<file path="src/design/mvrm_pkg.sv">
// Shared types and constants of the resampling mixer.
`default_nettype none
package mvrm_pkg;
   localparam logic [1:0] FUNC_WRITE = 2'd0;
   localparam logic [1:0] FUNC_START = 2'd1;
   localparam logic [1:0] FUNC_STOP  = 2'd2;
   localparam logic [1:0] FUNC_FRAME = 2'd3;
   localparam logic [15:0] LOOP_GAIN = 16'd22938;
   localparam logic [7:0] MASTER_RESET = 8'd128;
   // words in the sample store; addresses wrap at this size
   localparam int SAMPLE_WORDS = 65536;

   typedef struct packed {
      logic [1:0]  func;
      logic [2:0]  voice_index;
      logic [15:0] sample_addr;
      logic [15:0] sample_value;
      logic [15:0] frame_count;
      logic [23:0] step_increment;
      logic [31:0] start_phase;
      logic        looping;
      logic        stereo;
      logic [15:0] left_gain;
      logic [15:0] right_gain;
   } cmd_type;

   typedef struct packed {
      logic [15:0] left_out;
      logic [15:0] right_out;
      logic [7:0]  ended_mask;
      logic [7:0]  active_mask;
   } rsp_type;
endpackage
`default_nettype wire

</file>
<file path="src/design/mvrm_cmd_fifo.sv">
// Command queue between the request side and the mixing engine.
`default_nettype none
module mvrm_cmd_fifo (
   input  wire                 clock,
   input  wire                 reset,
   input  wire                 in_valid,
   output logic                in_ready,
   input  wire mvrm_pkg::cmd_type in_cmd,
   output logic                out_valid,
   input  wire                 out_ready,
   output mvrm_pkg::cmd_type   out_cmd
);
   mvrm_pkg::cmd_type mem_ff [4];
   logic [1:0] wr_ptr_ff, rd_ptr_ff;
   logic [2:0] count_ff;
   logic push, pop;

   assign in_ready  = (count_ff != 3'd4);
   assign out_valid = (count_ff != 3'd0);
   assign out_cmd   = mem_ff[rd_ptr_ff];
   assign push = in_valid && in_ready;
   assign pop  = out_valid && out_ready;

   // store entry
   always_ff @(posedge clock) begin
      if (push) mem_ff[wr_ptr_ff] <= in_cmd;
   end

   // advance pointers
   always_ff @(posedge clock) begin
      if (reset) begin
         wr_ptr_ff <= '0;
         rd_ptr_ff <= '0;
         count_ff  <= '0;
      end else begin
         if (push) wr_ptr_ff <= wr_ptr_ff + 2'd1;
         if (pop)  rd_ptr_ff <= rd_ptr_ff + 2'd1;
         count_ff <= count_ff + {2'd0, push} - {2'd0, pop};
      end
   end
endmodule
`default_nettype wire

</file>
<file path="config.mk">
export PLATFORM = sky130hd
export DESIGN_NAME = mvrm_cmd_fifo
export DESIGN_NICKNAME = d
export VERILOG_FILES = /design/src/design/mvrm_pkg.sv /design/src/design/mvrm_cmd_fifo.sv
export SDC_FILE = /design/constraint.sdc
export NUM_CORES = 1
export LEC_CHECK = 0
export BUFFER_PORTS_ARGS = -buffer_cell sky130_fd_sc_hd__buf_2
export CAP_MARGIN = 40
export CORE_MARGIN = 2
export CORE_UTILIZATION = 51
export DETAILED_ROUTE_END_ITERATION = 16
export PLACE_DENSITY_LB_ADDON = 0.3
export SETUP_SLACK_MARGIN = 0.2
export SLEW_MARGIN = 20
export SYNTH_ARGS = -nofsm -noshare
export SYNTH_HDL_FRONTEND = slang
export SYNTH_SLANG_ARGS = --single-unit
</file>
<file path="constraint.sdc">
create_clock -name clock -period 4.6 [get_ports clock]
set_input_delay 0.46 -clock clock [delete_from_list [all_inputs] [get_ports clock]]
set_output_delay 0.46 -clock clock [all_outputs]
set_load 0.05 [all_outputs]
</file>
# --- Yosys cells after proc, flatten, opt, wreduce, memory -nomap -nowiden ---
# Memories as Yosys holds them, arrays and structs flattened. A register that Yosys moved wholly into a read port is not among the register bits.
# Cells that the tools add are included.
classes:
  n_lt_le_gt_ge: 0
  mul: 0
  bitwise_logic: 0
  add_sub_neg: 4
  n_reduce_logical: 3
  n_shift: 0
  div: 0
  eq_ne: 1
  muxes: 4
ops:
  columns: ["operator", "n"]
  rows:
  - ["adder 2 x 1 -> 2 bit (second input constant)", 2]
  - ["two-way mux 2 bit", 2]
  - ["adder 3 x 1 -> 3 bit", 1]
  - ["inequality test 3 bit (second input constant)", 1]
  - ["nonzero test 3 bit", 1]
  - ["subtractor 3 x 1 -> 3 bit", 1]
  - ["logical AND 1 bit", 2]
  - ["two-way mux 1 bit", 2]
word_totals:
  ram_bits: 572
  rom_bits: 0
  regBits: 7
  mem_count: 1
  inputBits: 147
  elab_cells: 16
  latchBits: 0
  out_inout_bits: 145
mem_list:
  columns: ["name", "depth", "word_bits", "read_ports", "rd_clocked_by_memory_dff", "wr", "line", "text"]
  rows:
  - ["mem_ff", 4, 143, 1, 1, 1, "mvrm_cmd_fifo.sv:13", "mvrm_pkg::cmd_type mem_ff [4];"]

# --- Longest topological paths before layout ---
depth:
  ltp_word: 4
  ltp_mapped: 11

# --- Worst setup path before layout ---
# No wires, ideal clock.
synth_path:
  kind: "reg-to-reg"
  from: "reg count_ff[1]"
  to: "mem mem_ff[2][0] in the netlist's numbering, enable pin"
  setup_ps: 520
  path_slack_ps: -92
  n_path_buf: 0
  synth_period_minus_slack_ps: 4692
  path_stages_with_launch: 4
  required_ps: 4080
  t_arrival_ps: 4172
  path_cell_list: "dfxtp_1 nor2_1 a21boi_1 and2_1"
synth_between:
  elab_chain_cells: 4
synth_rtl:
  columns: ["element", "line", "text"]
  rows:
  - ["from (decl)", "mvrm_cmd_fifo.sv:15", "logic [2:0] count_ff;"]
  - ["from (signal assigned)", "mvrm_cmd_fifo.sv:38", "count_ff <= count_ff + {2'd0, push} - {2'd0, pop};"]
  - ["inequality test 3 bit", "mvrm_cmd_fifo.sv:18", "assign in_ready = (count_ff != 3'd4);"]
  - ["logical AND 1 bit", "mvrm_cmd_fifo.sv:21", "assign push = in_valid && in_ready;"]
  - ["two-way mux 1 bit", "mvrm_cmd_fifo.sv:26", "if (push) mem_ff[wr_ptr_ff] <= in_cmd;"]
  - ["two-way mux 1 bit (implied by the code)", "mvrm_cmd_fifo.sv:26", null]
  - ["to (decl)", "mvrm_cmd_fifo.sv:13", null]
# Every way passes these cells.

==> flow_summary.json <==
{
  "cts_buffers": 56,
  "netlist_area_um2": 21100,
  "min_period_ps": 3060,
  "async_flop_share_pct": 0,
  "rows": 74,
  "grt_first_pass_wirelength_um": 60400,
  "syn_area_per_cell_um2": 26.5,
  "setup_slack_ps": 1540,
  "slew_headroom_pct": 28.0,
  "startpoint_type": "register",
  "port_buffers": 291,
  "fillCellCount": 2800,
  "dr_total_vias": 9469,
  "synth_edf_count": 572,
  "die_h_um": 207,
  "hold_violations": 0,
  "syn_to_final_growth_pct": 18.5,
  "synth_top_flop_cell": "edfxtp_1",
  "critPathArrivalTime_ps": 2600,
  "yosysWarnings": 0,
  "power_frac_comb_pct": 31.1,
  "path_max_fanout": 25,
  "fin_nets": 1280,
  "ys_ff_latch": 581,
  "final_cell_mix": "edfxtp_1 (572), buf_2 (291), mux4_2 (143)",
  "swShare_pct": 34.6,
  "reg2reg_from": "count_ff[1]$_SDFF_PP0_",
  "power.net_switching_mw": 5.55,
  "tns_ps": 0,
  "clk_latency_ps": 590,
  "place_congestion": 0.764,
  "die_area_um2": 43000,
  "path_cells": "buf_4 -> buf_12 -> mux4_2 -> buf_2",
  "chipWidth_um": 207,
  "wl_um": 40300,
  "antenna_found_initial": 17,
  "netlist_instances": 796,
  "max_clock_freq_mhz": 327,
  "clockPowerShare_pct": 27.3,
  "cpMaxStageDelayCell": "mux4_2",
  "rsz0062_at_grt": "false",
  "dr.pass1.iters": 5,
  "cts_root_buffer": "clkbuf_16",
  "required_ps": 4140,
  "syn_nets": 950,
  "start_util_pct": 51.6,
  "cts_htree_levels": 2,
  "final_antenna_net_count": 0,
  "r2r_slack_ps": 1820,
  "grt.overflow.total": 0,
  "clkTransAtPathRegs_ps": 60,
  "wl_per_cell_um": 23.6,
  "status": "completed",
  "clock-sinks": 581,
  "power_leakage_nw": 8.32,
  "seqCellArea_um2": 17400,
  "cts_tree": "yes",
  "pwr-share-seq_pct": 41.6,
  "core-area_um2": 40800,
  "place_ws_ps": 1870,
  "synth_cell_types": 23,
  "multi_input_area_um2": 3490,
  "tightest_slew_ps": 1080,
  "min_path_type": "in2reg",
  "p_int_mw": 10.5,
  "hold_start": "in_cmd[39]",
  "clk_path_buf_depth": 3,
  "final-setup-viol-count": 0,
  "setup.worst_path.end_class": "output port",
  "hold_buffers": 0,
  "skew_ps": 16.4,
  "drtIter0Drc": 783,
  "cp_top_family": "buffers and inverters",
  "viasPerCell": 5.54,
  "grtUsageTotal_pct": 18.6,
  "period_share_pct": 66.4,
  "max_stage_delay_ps": 540,
  "cts_setup_buffers": 0,
  "drc_errors": 0,
  "synth_seq_area_share_pct": 82.4,
  "layout-drive-gt1-share_pct": 45.6,
  "ios": 292,
  "power_density_nw_per_um2": 643,
  "ir_worst_vdd_v": 0.000496,
  "grt_pass1_vias": 9730,
  "final_common_cell": "edfxtp_1",
  "grt_max_degree": 120,
  "path_buf_inv": 3,
  "critPathKind": "reg2out",
  "maxCapViolCount": 0,
  "slew_viol_final": 0,
  "cts.repair.resized": 0,
  "dp_hpwl_um": 24300
}
power by group through the flow:
stage          sequential, mW  combinational [mW]  clock [mW]
2_1_floorplan            6.72                3.96           0
3_3_place_gp             6.77                5.02           0
3_5_place_dp             6.80                5.06           0
4_1_cts                  6.69                5.07        4.48
5_1_grt                  6.73                5.23        4.68
6_report                 6.68                4.99        4.38
cell type report:
class                   instances  area share (%)
well taps                     532            2.67
clock buffers                  70            6.07
flip-flops and latches        581            69.5
multi-input cells             177            14.0
repair buffers                305            6.60
clock inverters                33            1.01
diodes                          5          0.0501
inverters                       5          0.0752
path summary, 6_finish.rpt:
path / endpoint / cells past startpoint
worst max register to register: mem_ff[0][51]$_DFFE_PP_ / 4
worst min-delay path: mem_ff[2][39]$_DFFE_PP_ / 1
worst max-delay path: out_cmd[118] / 4
worst min register to register: wr_ptr_ff[1]$_SDFFE_PP0P_ / 2
sequential cells by signal, indices dropped and copies added (netlist names), named ones only:
name and flops:
rd_ptr_ff 2, mem_ff 572, wr_ptr_ff 2, count_ff 3
stage by stage:
step	area (um2)	total power, mW	hold WS, ps	instances	util (%)
2_1_floorplan	21100	10.7	482	796	-
3_3_place_gp	23200	11.8	501	1599	56.7
3_5_place_dp	23200	11.9	514	1600	56.8
4_1_cts	25000	16.2	37.9	1703	61.1
5_1_grt	25000	16.6	45.8	1705	61.1
6_report	25000	16.1	78.1	1708	61.2
kinds of logic (layout without fill, tap and decap cells):
| logic type | Yosys count | in the layout | synth area share [%] |
|---|---|---|---|
| flops | 581 | 581 | 82.4 |
| mux | 145 | 145 | 15.4 |
| xor+xnor | 3 | 3 | 0.125 |
| simple gates | 19 | 19 | 0.451 |
| other cells | 0 | 5 | 0 |
| fa+ha+maj | 7 | 7 | 0.451 |
| buf+inv | 38 | 413 | 1.09 |
| compound gates | 3 | 3 | 0.119 |
synthesized netlist by cell type, types with 2 or more instances:
| cell | count | area share (%) |
|---|---|---|
| inv_1 | 5 | 0.089 |
| edfxtp_1 | 572 | 82 |
| xor2_1 | 2 | 0.083 |
| buf_2 | 16 | 0.38 |
| nand2b_1 | 2 | 0.059 |
| dfxtp_1 | 9 | 0.86 |
| mux4_2 | 143 | 15 |
| clkbuf_1 | 8 | 0.14 |
| buf_6 | 9 | 0.48 |
| nor2_1 | 8 | 0.14 |
| ha_1 | 6 | 0.36 |
| and2_1 | 5 | 0.15 |
worst reg2reg max path, cell delays in order, from the launching register on:
cell,delay (ps)
dfxtp_1,440
nor2_1,100
a21boi_1,510
and2_4,510
buf_12,410
per-layer routing:
metal,vias up,wire (um),track usage [%]
met5,-,155,0
met4,24,719,4.29
met3,76,3440,6.64
met2,338,19100,28.3
met1,4925,16800,26.4
li1,4106,-,-
Note: power is estimated with default switching activity, not from simulation.
